**src/sv/crcfpr_pkg.sv**
```systemverilog
// ----------------------------------------------------------------------------
// crcfpr_pkg
// Shared types, constants and the CRC-16/CCITT-FALSE byte update for the
// framed packet receiver.
// ----------------------------------------------------------------------------
package crcfpr_pkg;

  localparam logic [7:0]  SYNC_HI_MASK = 8'hC0;
  localparam logic [7:0]  SYNC_HI_VAL  = 8'hC0;
  localparam logic [7:0]  SYNC_LO_MASK = 8'h03;
  localparam logic [7:0]  SYNC_LO_VAL  = 8'h01;
  localparam logic [15:0] CRC_POLY     = 16'h1021;
  localparam logic [15:0] CRC_INIT     = 16'hFFFF;

  typedef enum logic [2:0] {
    STAT_INCOMPLETE = 3'd0,
    STAT_OK         = 3'd1,
    STAT_SYNC_ERR   = 3'd2,
    STAT_LEN_ERR    = 3'd3,
    STAT_CRC_ERR    = 3'd4
  } status_e;

  typedef struct packed {
    status_e    status;
    logic [7:0] control_byte;
    logic [7:0] dest_address;
    logic [7:0] payload_byte;
    logic [4:0] byte_position;
    logic [5:0] frame_length;
    logic       last;
  } result_t;

  typedef struct packed {
    logic    push;
    logic    sync_ld;
    logic    addr_ld;
    logic    len_ld;
    logic    body_wr;
    logic    crc_lo_ld;
    logic    emit_sel;
    logic    emit_step;
    status_e status;
  } cmd_t;

  typedef struct packed {
    logic sync_ok;
    logic len_ok;
    logic body_last;
    logic crc_match;
    logic emit_last;
  } dp_stat_t;

  function automatic logic [15:0] crc16_byte(input logic [15:0] crc, input logic [7:0] b);
    logic [15:0] c;
    c = crc ^ {b, 8'h00};
    for (int k = 0; k < 8; k++) begin
      c = c[15] ? ({c[14:0], 1'b0} ^ CRC_POLY) : {c[14:0], 1'b0};
    end
    return c;
  endfunction

endpackage

```
**src/sv/crcfpr_obuf.sv**
```systemverilog
// ----------------------------------------------------------------------------
// crcfpr_obuf
// Two-entry result buffer between the receiver core and the output stream.
// ----------------------------------------------------------------------------
module crcfpr_obuf import crcfpr_pkg::*; (
  input  logic    clk_i,
  input  logic    rst_ni,
  input  logic    wr_valid_i,
  output logic    wr_ready_o,
  input  result_t wr_data_i,
  output logic    rd_valid_o,
  input  logic    rd_ready_i,
  output result_t rd_data_o
);

  logic [1:0] cnt_q;
  logic       wp_q;
  logic       rp_q;
  result_t    ent_q [2];
  logic       wr;
  logic       rd;

  assign wr_ready_o = (cnt_q != 2'd2);
  assign rd_valid_o = (cnt_q != 2'd0);
  assign rd_data_o  = ent_q[rp_q];
  assign wr         = wr_valid_i && wr_ready_o;
  assign rd         = rd_valid_o && rd_ready_i;

  always_ff @(posedge clk_i or negedge rst_ni) begin
    if (!rst_ni) begin
      cnt_q <= 2'd0;
      wp_q  <= 1'b0;
      rp_q  <= 1'b0;
    end else begin
      cnt_q <= cnt_q + 2'(wr) - 2'(rd);
      if (wr) begin
        wp_q <= ~wp_q;
      end
      if (rd) begin
        rp_q <= ~rp_q;
      end
    end
  end

  always_ff @(posedge clk_i) begin
    if (wr) begin
      ent_q[wp_q] <= wr_data_i;
    end
  end

endmodule

```
**src/sv/crcfpr_datapath.sv**
```systemverilog
// ----------------------------------------------------------------------------
// crcfpr_datapath
// Header registers, running CRC, payload memory and burst counter; forms one
// result per push.
// ----------------------------------------------------------------------------
module crcfpr_datapath import crcfpr_pkg::*; #(
  parameter int unsigned MAX_PAYLOAD = 32
) (
  input  logic       clk_i,
  input  logic       rst_ni,
  input  logic [7:0] data_byte_i,
  input  cmd_t       cmd_i,
  output dp_stat_t   stat_o,
  output result_t    res_o
);

  localparam int unsigned CW = $clog2(MAX_PAYLOAD + 1);
  localparam int unsigned AW = (MAX_PAYLOAD > 1) ? $clog2(MAX_PAYLOAD) : 1;

  logic [7:0]    ctrl_q;
  logic [7:0]    addr_q;
  logic [CW-1:0] len_q;
  logic [CW-1:0] fill_q;
  logic [7:0]    crc_lo_q;
  logic [15:0]   crc_q;
  logic [AW-1:0] emit_q;
  logic [AW-1:0] rd_addr;
  logic [7:0]    rd_q;
  logic [7:0]    mem_q [MAX_PAYLOAD];

  assign stat_o.sync_ok   = ((data_byte_i & SYNC_HI_MASK) == SYNC_HI_VAL) &&
                            ((data_byte_i & SYNC_LO_MASK) == SYNC_LO_VAL);
  assign stat_o.len_ok    = (data_byte_i != 8'h00) && (data_byte_i <= 8'(MAX_PAYLOAD));
  assign stat_o.body_last = ((fill_q + CW'(1)) == len_q);
  assign stat_o.crc_match = ({data_byte_i, crc_lo_q} == crc_q);
  assign stat_o.emit_last = ((CW'(emit_q) + CW'(1)) == len_q);

  always_comb begin
    if (cmd_i.emit_step) begin
      rd_addr = stat_o.emit_last ? '0 : emit_q + AW'(1);
    end else begin
      rd_addr = emit_q;
    end
  end

  always_comb begin
    res_o = '0;
    if (cmd_i.emit_sel) begin
      res_o.status        = STAT_OK;
      res_o.control_byte  = ctrl_q;
      res_o.dest_address  = addr_q;
      res_o.payload_byte  = rd_q;
      res_o.byte_position = 5'(emit_q);
      res_o.frame_length  = 6'(len_q);
      res_o.last          = stat_o.emit_last;
    end else begin
      res_o.status = cmd_i.status;
      res_o.last   = 1'b1;
    end
  end

  always_ff @(posedge clk_i or negedge rst_ni) begin
    if (!rst_ni) begin
      ctrl_q   <= 8'h00;
      addr_q   <= 8'h00;
      len_q    <= '0;
      fill_q   <= '0;
      crc_lo_q <= 8'h00;
      crc_q    <= CRC_INIT;
      emit_q   <= '0;
    end else begin
      if (cmd_i.sync_ld) begin
        ctrl_q <= data_byte_i;
        crc_q  <= crc16_byte(CRC_INIT, data_byte_i);
      end
      if (cmd_i.addr_ld) begin
        addr_q <= data_byte_i;
        crc_q  <= crc16_byte(crc_q, data_byte_i);
      end
      if (cmd_i.len_ld) begin
        len_q  <= data_byte_i[CW-1:0];
        fill_q <= '0;
        crc_q  <= crc16_byte(crc_q, data_byte_i);
      end
      if (cmd_i.body_wr) begin
        fill_q <= fill_q + CW'(1);
        crc_q  <= crc16_byte(crc_q, data_byte_i);
      end
      if (cmd_i.crc_lo_ld) begin
        crc_lo_q <= data_byte_i;
      end
      if (cmd_i.emit_step) begin
        emit_q <= rd_addr;
      end
    end
  end

  always_ff @(posedge clk_i) begin
    if (cmd_i.body_wr) begin
      mem_q[fill_q[AW-1:0]] <= data_byte_i;
    end
    rd_q <= mem_q[rd_addr];
  end

endmodule

```
**src/sv/crcfpr_ctrl.sv**
```systemverilog
// ----------------------------------------------------------------------------
// crcfpr_ctrl
// Frame parsing state machine; issues datapath commands and result pushes.
// ----------------------------------------------------------------------------
module crcfpr_ctrl import crcfpr_pkg::*; (
  input  logic     clk_i,
  input  logic     rst_ni,
  input  logic     s_tvalid_i,
  output logic     s_tready_o,
  input  logic     buf_ready_i,
  input  dp_stat_t stat_i,
  output cmd_t     cmd_o
);

  typedef enum logic [2:0] {
    S_SEEK,
    S_ADDR,
    S_LEN,
    S_BODY,
    S_CRC_LO,
    S_CRC_HI,
    S_EMIT
  } state_e;

  state_e state_q;
  state_e state_d;
  logic   acc;

  assign s_tready_o = (state_q != S_EMIT) && buf_ready_i;
  assign acc        = s_tvalid_i && s_tready_o;

  always_comb begin
    cmd_o        = '0;
    cmd_o.status = STAT_INCOMPLETE;
    state_d      = state_q;
    case (state_q)
      S_SEEK: begin
        if (acc) begin
          cmd_o.push = 1'b1;
          if (stat_i.sync_ok) begin
            cmd_o.sync_ld = 1'b1;
            state_d       = S_ADDR;
          end else begin
            cmd_o.status = STAT_SYNC_ERR;
          end
        end
      end
      S_ADDR: begin
        if (acc) begin
          cmd_o.push    = 1'b1;
          cmd_o.addr_ld = 1'b1;
          state_d       = S_LEN;
        end
      end
      S_LEN: begin
        if (acc) begin
          cmd_o.push = 1'b1;
          if (stat_i.len_ok) begin
            cmd_o.len_ld = 1'b1;
            state_d      = S_BODY;
          end else begin
            cmd_o.status = STAT_LEN_ERR;
            state_d      = S_SEEK;
          end
        end
      end
      S_BODY: begin
        if (acc) begin
          cmd_o.push    = 1'b1;
          cmd_o.body_wr = 1'b1;
          if (stat_i.body_last) begin
            state_d = S_CRC_LO;
          end
        end
      end
      S_CRC_LO: begin
        if (acc) begin
          cmd_o.push      = 1'b1;
          cmd_o.crc_lo_ld = 1'b1;
          state_d         = S_CRC_HI;
        end
      end
      S_CRC_HI: begin
        if (acc) begin
          if (stat_i.crc_match) begin
            state_d = S_EMIT;
          end else begin
            cmd_o.push   = 1'b1;
            cmd_o.status = STAT_CRC_ERR;
            state_d      = S_SEEK;
          end
        end
      end
      S_EMIT: begin
        cmd_o.emit_sel = 1'b1;
        cmd_o.status   = STAT_OK;
        if (buf_ready_i) begin
          cmd_o.push      = 1'b1;
          cmd_o.emit_step = 1'b1;
          if (stat_i.emit_last) begin
            state_d = S_SEEK;
          end
        end
      end
      default: begin
        state_d = S_SEEK;
      end
    endcase
  end

  always_ff @(posedge clk_i or negedge rst_ni) begin
    if (!rst_ni) begin
      state_q <= S_SEEK;
    end else begin
      state_q <= state_d;
    end
  end

  a_no_input_in_burst: assert property (@(posedge clk_i) disable iff (!rst_ni)
    (state_q == S_EMIT) |-> !s_tready_o) else $error("input taken during burst");

  a_push_has_room: assert property (@(posedge clk_i) disable iff (!rst_ni)
    cmd_o.push |-> buf_ready_i) else $error("push into full buffer");

  a_match_starts_burst: assert property (@(posedge clk_i) disable iff (!rst_ni)
    (state_q == S_CRC_HI && acc && stat_i.crc_match) |=> (state_q == S_EMIT))
    else $error("crc match did not start burst");

  a_burst_ends: assert property (@(posedge clk_i) disable iff (!rst_ni)
    (state_q == S_EMIT && buf_ready_i && stat_i.emit_last) |=> (state_q == S_SEEK))
    else $error("burst did not end on last byte");

endmodule

```
**src/sv/crc_framed_packet_receiver.sv**
```systemverilog
// ----------------------------------------------------------------------------
// crc_framed_packet_receiver
// Parses control/address/length/payload/CRC frames from a byte stream and
// emits the payload of each frame whose CRC-16/CCITT-FALSE matches.
// ----------------------------------------------------------------------------
// Timing: a result is registered in the output buffer before it appears on the
//   master side; the first payload result of a matching frame passes through
//   the S_EMIT state and then the output buffer after its high CRC byte.
// Throughput: one byte per cycle while the output buffer has room; a matching
//   frame then emits its length in results, one per cycle from the payload
//   memory while the buffer has room, and holds input off until the last is pushed.
// Reset: asynchronous; parser returns to sync hunt, CRC to 0xFFFF, buffer empty.
module crc_framed_packet_receiver import crcfpr_pkg::*; #(
  parameter int unsigned MAX_PAYLOAD = 32
) (
  input  logic        clk_i,
  input  logic        rst_ni,
  input  logic        s_axis_tvalid,
  output logic        s_axis_tready,
  input  logic [7:0]  s_axis_tdata,  // [7:0] data_byte
  output logic        m_axis_tvalid,
  input  logic        m_axis_tready,
  output logic [39:0] m_axis_tdata,  // control_byte, dest_address, payload_byte,
                                     // byte_position, frame_length, zero fill
  output logic [2:0]  m_axis_tuser,  // status
  output logic        m_axis_tlast   // last
);

  cmd_t     cmd;
  dp_stat_t dp_stat;
  result_t  res;
  result_t  out;
  logic     buf_ready;

  crcfpr_ctrl u_ctrl (
    .clk_i       (clk_i),
    .rst_ni      (rst_ni),
    .s_tvalid_i  (s_axis_tvalid),
    .s_tready_o  (s_axis_tready),
    .buf_ready_i (buf_ready),
    .stat_i      (dp_stat),
    .cmd_o       (cmd)
  );

  crcfpr_datapath #(
    .MAX_PAYLOAD (MAX_PAYLOAD)
  ) u_datapath (
    .clk_i       (clk_i),
    .rst_ni      (rst_ni),
    .data_byte_i (s_axis_tdata),
    .cmd_i       (cmd),
    .stat_o      (dp_stat),
    .res_o       (res)
  );

  crcfpr_obuf u_obuf (
    .clk_i      (clk_i),
    .rst_ni     (rst_ni),
    .wr_valid_i (cmd.push),
    .wr_ready_o (buf_ready),
    .wr_data_i  (res),
    .rd_valid_o (m_axis_tvalid),
    .rd_ready_i (m_axis_tready),
    .rd_data_o  (out)
  );

  assign m_axis_tdata = {5'b00000, out.frame_length, out.byte_position,
                         out.payload_byte, out.dest_address, out.control_byte};
  assign m_axis_tuser = out.status;
  assign m_axis_tlast = out.last;

endmodule
```
**config.mk**
```make
export PLATFORM = sky130hd
export DESIGN_NAME = crc_framed_packet_receiver
export DESIGN_NICKNAME = d
export VERILOG_FILES = /design/src/sv/crcfpr_pkg.sv /design/src/sv/crcfpr_obuf.sv /design/src/sv/crcfpr_datapath.sv /design/src/sv/crcfpr_ctrl.sv /design/src/sv/crc_framed_packet_receiver.sv
export SDC_FILE = /design/constraint.sdc
export NUM_CORES = 1
export LEC_CHECK = 0
export ABC_AREA = 1
export BUFFER_PORTS_ARGS = -buffer_cell sky130_fd_sc_hd__buf_2
export CAP_MARGIN = 25
export CORE_UTILIZATION = 55
export CTS_BUF_LIST = sky130_fd_sc_hd__clkbuf_2
export DETAILED_ROUTE_END_ITERATION = 16
export PLACE_DENSITY = 0.75
export SETUP_SLACK_MARGIN = 0.2
export SYNTH_ARGS = -nofsm -noshare
export SYNTH_HDL_FRONTEND = slang
export SYNTH_SLANG_ARGS = --single-unit
```
**constraint.sdc**
```tcl
create_clock -name clk_i -period 3.7 [get_ports clk_i]
set_clock_uncertainty 0.2 [all_clocks]
set_input_delay 0.185 -clock clk_i [delete_from_list [all_inputs] [get_ports clk_i]]
set_output_delay 0.185 -clock clk_i [all_outputs]
set_load 0.01 [all_outputs]
```
### Word level (Yosys, flattened, before mapping)

Memories as Yosys holds them, arrays and structs flattened. A register that Yosys moved wholly into a read port is not among the register bits.
Cells that the tools add are included.

| cells by class | value |
|---|---|
| bitwise logic cells | 20 |
| reductions and logical operators | 13 |
| add/subtract/negate cells | 5 |
| muxes and demuxes | 66 |
| equality and inequality tests | 23 |
| $lt $le $gt $ge | 1 |

Operator list:

| cell | number |
|---|---|
| 2-to-1 mux 13 bit | 16 |
| 2-to-1 mux 16 bit | 4 |
| 2-to-1 mux 3 bit | 16 |
| inverter 3 bit | 16 |
| 2-to-1 mux 35 bit | 1 |
| case mux 3 bit (7 select lines) | 1 |
| 2-to-1 mux 1 bit | 17 |
| == test 16 bit | 1 |
| != test 2 x 1 -> 1 bit, second input constant | 8 |
| inverter 16 bit | 1 |
| XOR 16 bit | 1 |
| == test 6 bit | 2 |
| 2-to-1 mux 6 bit | 2 |
| case mux 3 bit (4 select lines) | 1 |
| 2-to-1 mux 2 bit | 5 |
| 2-to-1 mux 5 bit | 2 |
| AND reduction 10 bit | 1 |
| == test 3 bit, second input constant | 3 |
| <= comparator 8 x 6 -> 1 bit, second input constant | 1 |
| nonzero test 8 bit | 1 |
| adder 5 x 1 -> 6 bit, second input constant | 1 |
| adder 6 x 1 -> 6 bit, second input constant | 1 |
| == test 3 x 2 -> 1 bit, second input constant | 2 |
| logical AND 1 bit | 6 |
| 14 further kinds | 18 |

| storage, ports and cells | value |
|---|---|
| memories | 2 |
| bits in registers | 64 |
| input bits | 12 |
| RAM bits | 334 |

Memory list:

| memory | words | width | read ports | clocked after Yosys merged registers in | write ports | RTL line | source |
|---|---|---|---|---|---|---|---|
| u_datapath.mem_q | 32 | 8 | 1 | 1 | 1 | crcfpr_datapath.sv:29 | `logic [7:0] mem_q [MAX_PAYLOAD];` |
| u_obuf.ent_q | 2 | 39 | 1 | 0 | 1 | crcfpr_obuf.sv:19 | `result_t ent_q [2];` |

### Depth between registers and ports, before layout

| depth | value |
|---|---|
| depth in word-level cells | 21 |
| mapped depth | 20 |
| depth with buffers taken out | 18 |

### By module

A second synthesis with hierarchy kept.

| unflattened totals | value |
|---|---|
| cells, all modules | 1,830 |
| area total of the unflattened synthesis | 18,547.8 um^2 |

Modules (own cells, without submodules):

| module | cells an instance | area each (um^2) | times used | sequential area each (um^2) |
|---|---|---|---|---|
| crcfpr_datapath | 1,524 | 14,903.0 | 1 | 9,293.9 |
| crcfpr_obuf | 236 | 3,115.5 | 1 | 2,442.3 |
| crcfpr_ctrl | 64 | 488.0 | 1 | 75.1 |
| crc_framed_packet_receiver | 6 | 41.3 | 1 | 0.0 |

### Least setup slack after synthesis

OpenSTA, ideal clock, no wires.

| path | value |
|---|---|
| path type | register to register |
| start | reg u_datapath.crc_q[15] |
| end | mem u_obuf.ent_q[0][0] (netlist bit) (enable) |
| data arrival time | 3,139 ps |
| stages on the path, launching flop included | 10 |
| path buffers | 0 |
| data required time | 3,064 ps |
| setup slack | -75 ps |
| cells stage by stage | dfstp_2 xor2_1 nor4_1 nand3_1 nor2_1 nor3_1 inv_1 nand2_1 inv_1 nor2_1 |

| on the way | value |
|---|---|
| word-level cells in the longest chain between the ends | 7 |

Ends and longest elaborated chain:

| item | RTL line | source |
|---|---|---|
| start, declared | crcfpr_datapath.sv:25 | `logic [15:0] crc_q;` |
| start signal, assigned | crcfpr_datapath.sv:74 | `crc_q <= crc16_byte(CRC_INIT, data_byte_i);` |
| start signal, assigned | crcfpr_datapath.sv:78 | `crc_q <= crc16_byte(crc_q, data_byte_i);` |
| start signal, assigned | crcfpr_datapath.sv:83 | `crc_q <= crc16_byte(crc_q, data_byte_i);` |
| == test 16 bit | crcfpr_datapath.sv:35 | `assign stat_o.crc_match = ({data_byte_i, crc_lo_q} == crc_q);` |
| 2-to-1 mux 1 bit | crcfpr_ctrl.sv:85 | `if (stat_i.crc_match) begin` |
| 2-to-1 mux 1 bit | crcfpr_ctrl.sv:84 | `if (acc) begin` |
| case mux 1 bit (4 select lines) | crcfpr_ctrl.sv:36 | `case (state_q)` |
| logical AND 1 bit | crcfpr_obuf.sv:26 | `assign wr = wr_valid_i && wr_ready_o;` |
| 2-to-1 mux 1 bit | crcfpr_obuf.sv:46 | `if (wr) begin` |
| 2-to-1 mux 1 bit (not written as such) | crcfpr_obuf.sv:47 | `ent_q[wp_q] <= wr_data_i;` |
| end, declared | crcfpr_obuf.sv:19 |  |

No other way between the ends.

### Worst setup path in the final report

| path | value |
|---|---|
| start | reg u_ctrl.state_q[1] |
| end | reg u_datapath.crc_lo_q[5] |

| on the way | value |
|---|---|
| word-level cells in the longest chain between the ends | 5 |
| elaborated cells between the ends (all ways) | 6 |
| classes of those cells | eq/ne (2); mux (2); reduce/logical (2) |

Ends and longest elaborated chain:

| item | RTL line | source |
|---|---|---|
| start, declared | crcfpr_ctrl.sv:25 | `state_e state_q;` |
| start signal, assigned | crcfpr_ctrl.sv:115 | `state_q <= state_d;` |
| != test 3 bit | crcfpr_ctrl.sv:29 | `assign s_tready_o = (state_q != S_EMIT) && buf_ready_i;` |
| logical AND 1 bit | crcfpr_ctrl.sv:29 |  |
| logical AND 1 bit | crcfpr_ctrl.sv:30 | `assign acc = s_tvalid_i && s_tready_o;` |
| 2-to-1 mux 1 bit | crcfpr_ctrl.sv:77 | `if (acc) begin` |
| 2-to-1 mux 1 bit (*) | crcfpr_ctrl.sv:36 |  |
| end signal, assigned | crcfpr_datapath.sv:90 | `crc_lo_q <= data_byte_i;` |
| end, declared | crcfpr_datapath.sv:24 | `logic [7:0] crc_lo_q;` |

Every way passes the cells marked *; elsewhere a longest branch is shown, timed or not.
A chain may end at the register's enable or synchronous reset.

==> reports/results.ini <==
[worst_setup_path]
rr_endpoint=u_datapath.crc_lo_q[5]
critPathMaxStageDelay_ns=0.56
setup.worst_path.end_class=flip-flop
worst_path_max_delay_cell=dlygate4sd3_1
r2r_cells=11
cp.arrival_ns=4.06
crit_family=buffers and inverters
setup.worst_path.start=u_ctrl.state_q[1]
setup.worst_path.class=reg -> reg
crit-reg2reg-launch=u_ctrl.state_q[1]
reg_to_reg_slack_setup_ns=0.31
critical_path_buf_inv_count=5
critical_path.cell_chain=nand3_1 > clkbuf_8 > inv_1 > nor2_1 > nand2_2 > nor2_1 > buf_4 > nand2_1 > dlygate4sd3_1 > o21ai_0 > dlygate4sd3_1
critPathLaunchType=flip-flop
worst_ep_required_time_ns=4.37
worstSetupPathDepth=11
crit_end=u_datapath.crc_lo_q[5]
crit_path_max_fanout=38

[detailed_routing]
route.final.wire_length_mm=44.7
remaining_drc_errors=0
drt_first_iter_violations=1359
route.detailed.wl_per_inst_um=18.1
first_pass_iters=7
vias=13300
routed_via_density=5.41
count_of_antenna_violating_nets_left_after_detailed_routing=0

[clock_network]
clockRootBuffer=clkbuf_2
tritoncts=done
cts_htree_levels=3
clk-insertion-delay-late_ns=0.94
clock_tree.buffer_depth=3
numClockSinks=406
post_cts_setup_buffers=0
numCtsBuffers=97
path_clk_slew_ns=0.10

[yosys]
synth.yosys.warnings=0
instance_count_of_the_mapped_netlist=1787
post_synth.cell_area_avg_um2=10.2
proportion_of_synthesized_chip_area_in_sequential_cells=0.650
ys_seq_elements=406
post_synth_num_cell_types=43
total_standard_cell_area_after_synthesis_mm2=0.0182

[timing]
fmax_mhz=295
min_period_over_period=0.916
period_needed_ns=3.39
final.setup.worst_slack_ns=0.310
final.hold.worst_slack_ns=0.0842
slew-limit-headroom=0.474
finalMaxSlewViolations=0
rsz_0062_raised_after_global_routing=yes
setup_viol=0
worst_slew_pin_slew_ns=0.786
timing.final.hold_violations=0

[die]
dieWidth_um=184
ios=58
start_util=0.558
floorplan.core_area_mm2=0.0325
die_area_mm2=0.0337
die_y_um=184
floorplan.rows=66

[placement]
dp_hpwl_mm=26.1
gp_congestion=0.908
post_dp_cell_area_mm2=0.0191
io_buffer_count=52
pre_cts_ws_ns=0.215

[cells_and_area]
final_cell_area_mm2=0.0202
syn2layout_area_growth_pct=11.5
filler_cell_count=2682
finish.net_count=1963
drive_gt1_frac=0.154

[job]
timing.max_cap.violations=0

[global_routing]
grt_remaining_overflow=0
global_route.usage.total=0.270
grt_pass1_vias=12800
grt_start_max_net_pins=129
antenna_found_initial=1
grt_pass1_wl_mm=69.5

[power_and_ir_drop]
leakagePower_nw=8.78
power_density_mw_per_mm2=743
peakVddDrop_mv=0.526
total_power_mw=15.0

[min_path]
timing.hold.worst.class=in -> reg
worstHoldStart=s_axis_tdata[1]

[status]
status=finished, final reports clean

==> synth_stat cells (all sizes together) <==
cell type,number,area (µm²)
a21oi,14,70.1
dfstp,16,420
dfxtp,8,160
inv,216,811
clkbuf,26,97.6
o22ai,7,62.6
nand3b,32,240
nor2,115,470
edfxtp,334,10000
xnor2,7,61.3
xor2,32,280
o211ai,3,22.5
ha,7,87.6
or2,1,6.26
a31oi,1,6.26
nor3,5,25.0
nand4,6,43.8
nand2,489,1840
dfrtp,48,1200
nand3,300,1510
clkinv,1,3.75
o21ai,45,229
buf,64,402
o221ai,3,26.3
nor4,2,12.5
mux2,1,11.3
conb,1,3.75
o2111ai,1,8.76
o21bai,1,11.3
a22oi,1,7.51
==> worst min-delay path by stage <==
stage,end,cells past startpoint
global placement,u_datapath.addr_q[6],1
detailed placement,u_datapath.addr_q[4],1
global route,u_datapath.mem_q[21][1],2
CTS,u_datapath.mem_q[25][1],2
floorplan,u_ctrl.state_q[0],0
finish,u_datapath.mem_q[25][1],2
==> per-stage QoR <==
step                std cells  utilization  setup TNS, ns
floorplan                1791            -          -5.81
global placement         2260        0.586              0
detailed placement       2260        0.586              0
CTS                      2462        0.621              0
global route             2465        0.622              0
finish                   2465        0.622              0
==> flip-flops by register name, summed over array words and instances, names as in the netlist <==
name                 flops
u_datapath.mem_q       256
u_obuf.ent_q            78
u_datapath.crc_q        16
u_datapath.addr_q        8
u_datapath.crc_lo_q      8
u_datapath.ctrl_q        8
u_datapath.rd_q          8
u_datapath.fill_q        6
u_datapath.len_q         6
u_datapath.emit_q        5
u_ctrl.state_q           3
u_obuf.cnt_q             2
u_obuf.rp_q              1
u_obuf.wp_q              1
==> area by class of cell <==
class                   instances  area [µm²]  share of cell area
repair buffers                143        1070              0.0530
multi-input cells            1079        5120               0.253
inverters                     217         818              0.0404
diodes                          1        2.50            0.000124
flip-flops and latches        406       11800               0.583
well taps                     442         553              0.0273
clock buffers                 140         701              0.0346
clock inverters                37         171             0.00847
==> power by group <==
part	leakage (nW)	switching, mW	internal (mW)	total (mW)
clock network	0.666	1.76	1.09	2.85
registers	3.85	0.380	5.84	6.22
logic	4.26	4.04	1.94	5.98
==> kinds of logic (layout without fill, tap and decap cells) <==
kind of cell	count (synthesis)	after routing	synth area share
AO/OA/AOI/OAI	76	76	0.0245
XOR/XNOR	39	39	0.0188
adder cells (fa/ha/maj)	7	7	0.00482
buffers and inverters	307	537	0.0723
flip-flops	406	406	0.650
multiplexers	1	1	0.000620
other	1	6	0.000207
AND/OR/NAND/NOR	950	951	0.228
==> layer usage <==
| layer | global-route usage | vias up | wire length [µm] |
|---|---|---|---|
| met2 | 0.417 | 617 | 20900 |
| li1 | - | 6289 | - |
| met1 | 0.371 | 6359 | 18600 |
| met4 | 0.101 | 0 | 1030 |
| met3 | 0.0672 | 67 | 4200 |
| met5 | 0 | - | 0 |
==> repair_timing <==
item / 4_1_cts / 5_1_grt
hold buffers: 25 / 0
gates resized for setup: 1 / 8
setup endpoints to repair: 1 / 18
hold endpoints to repair: 393 / 0
pin swaps: 0 / 1
gates cloned: 0 / 2
==> cells in the final DEF (no fill, tap or decap), drive strengths merged, types with 32 or more instances in the layout <==
cell type	Yosys	routed
inv	216	220
nand3	300	300
dfrtp	48	48
nand3b	32	32
buf	64	117
o21ai	45	45
xor2	32	32
nor2	115	116
edfxtp	334	334
nand2	489	489
clkbuf	26	142
(Power assumes the default switching activity.)
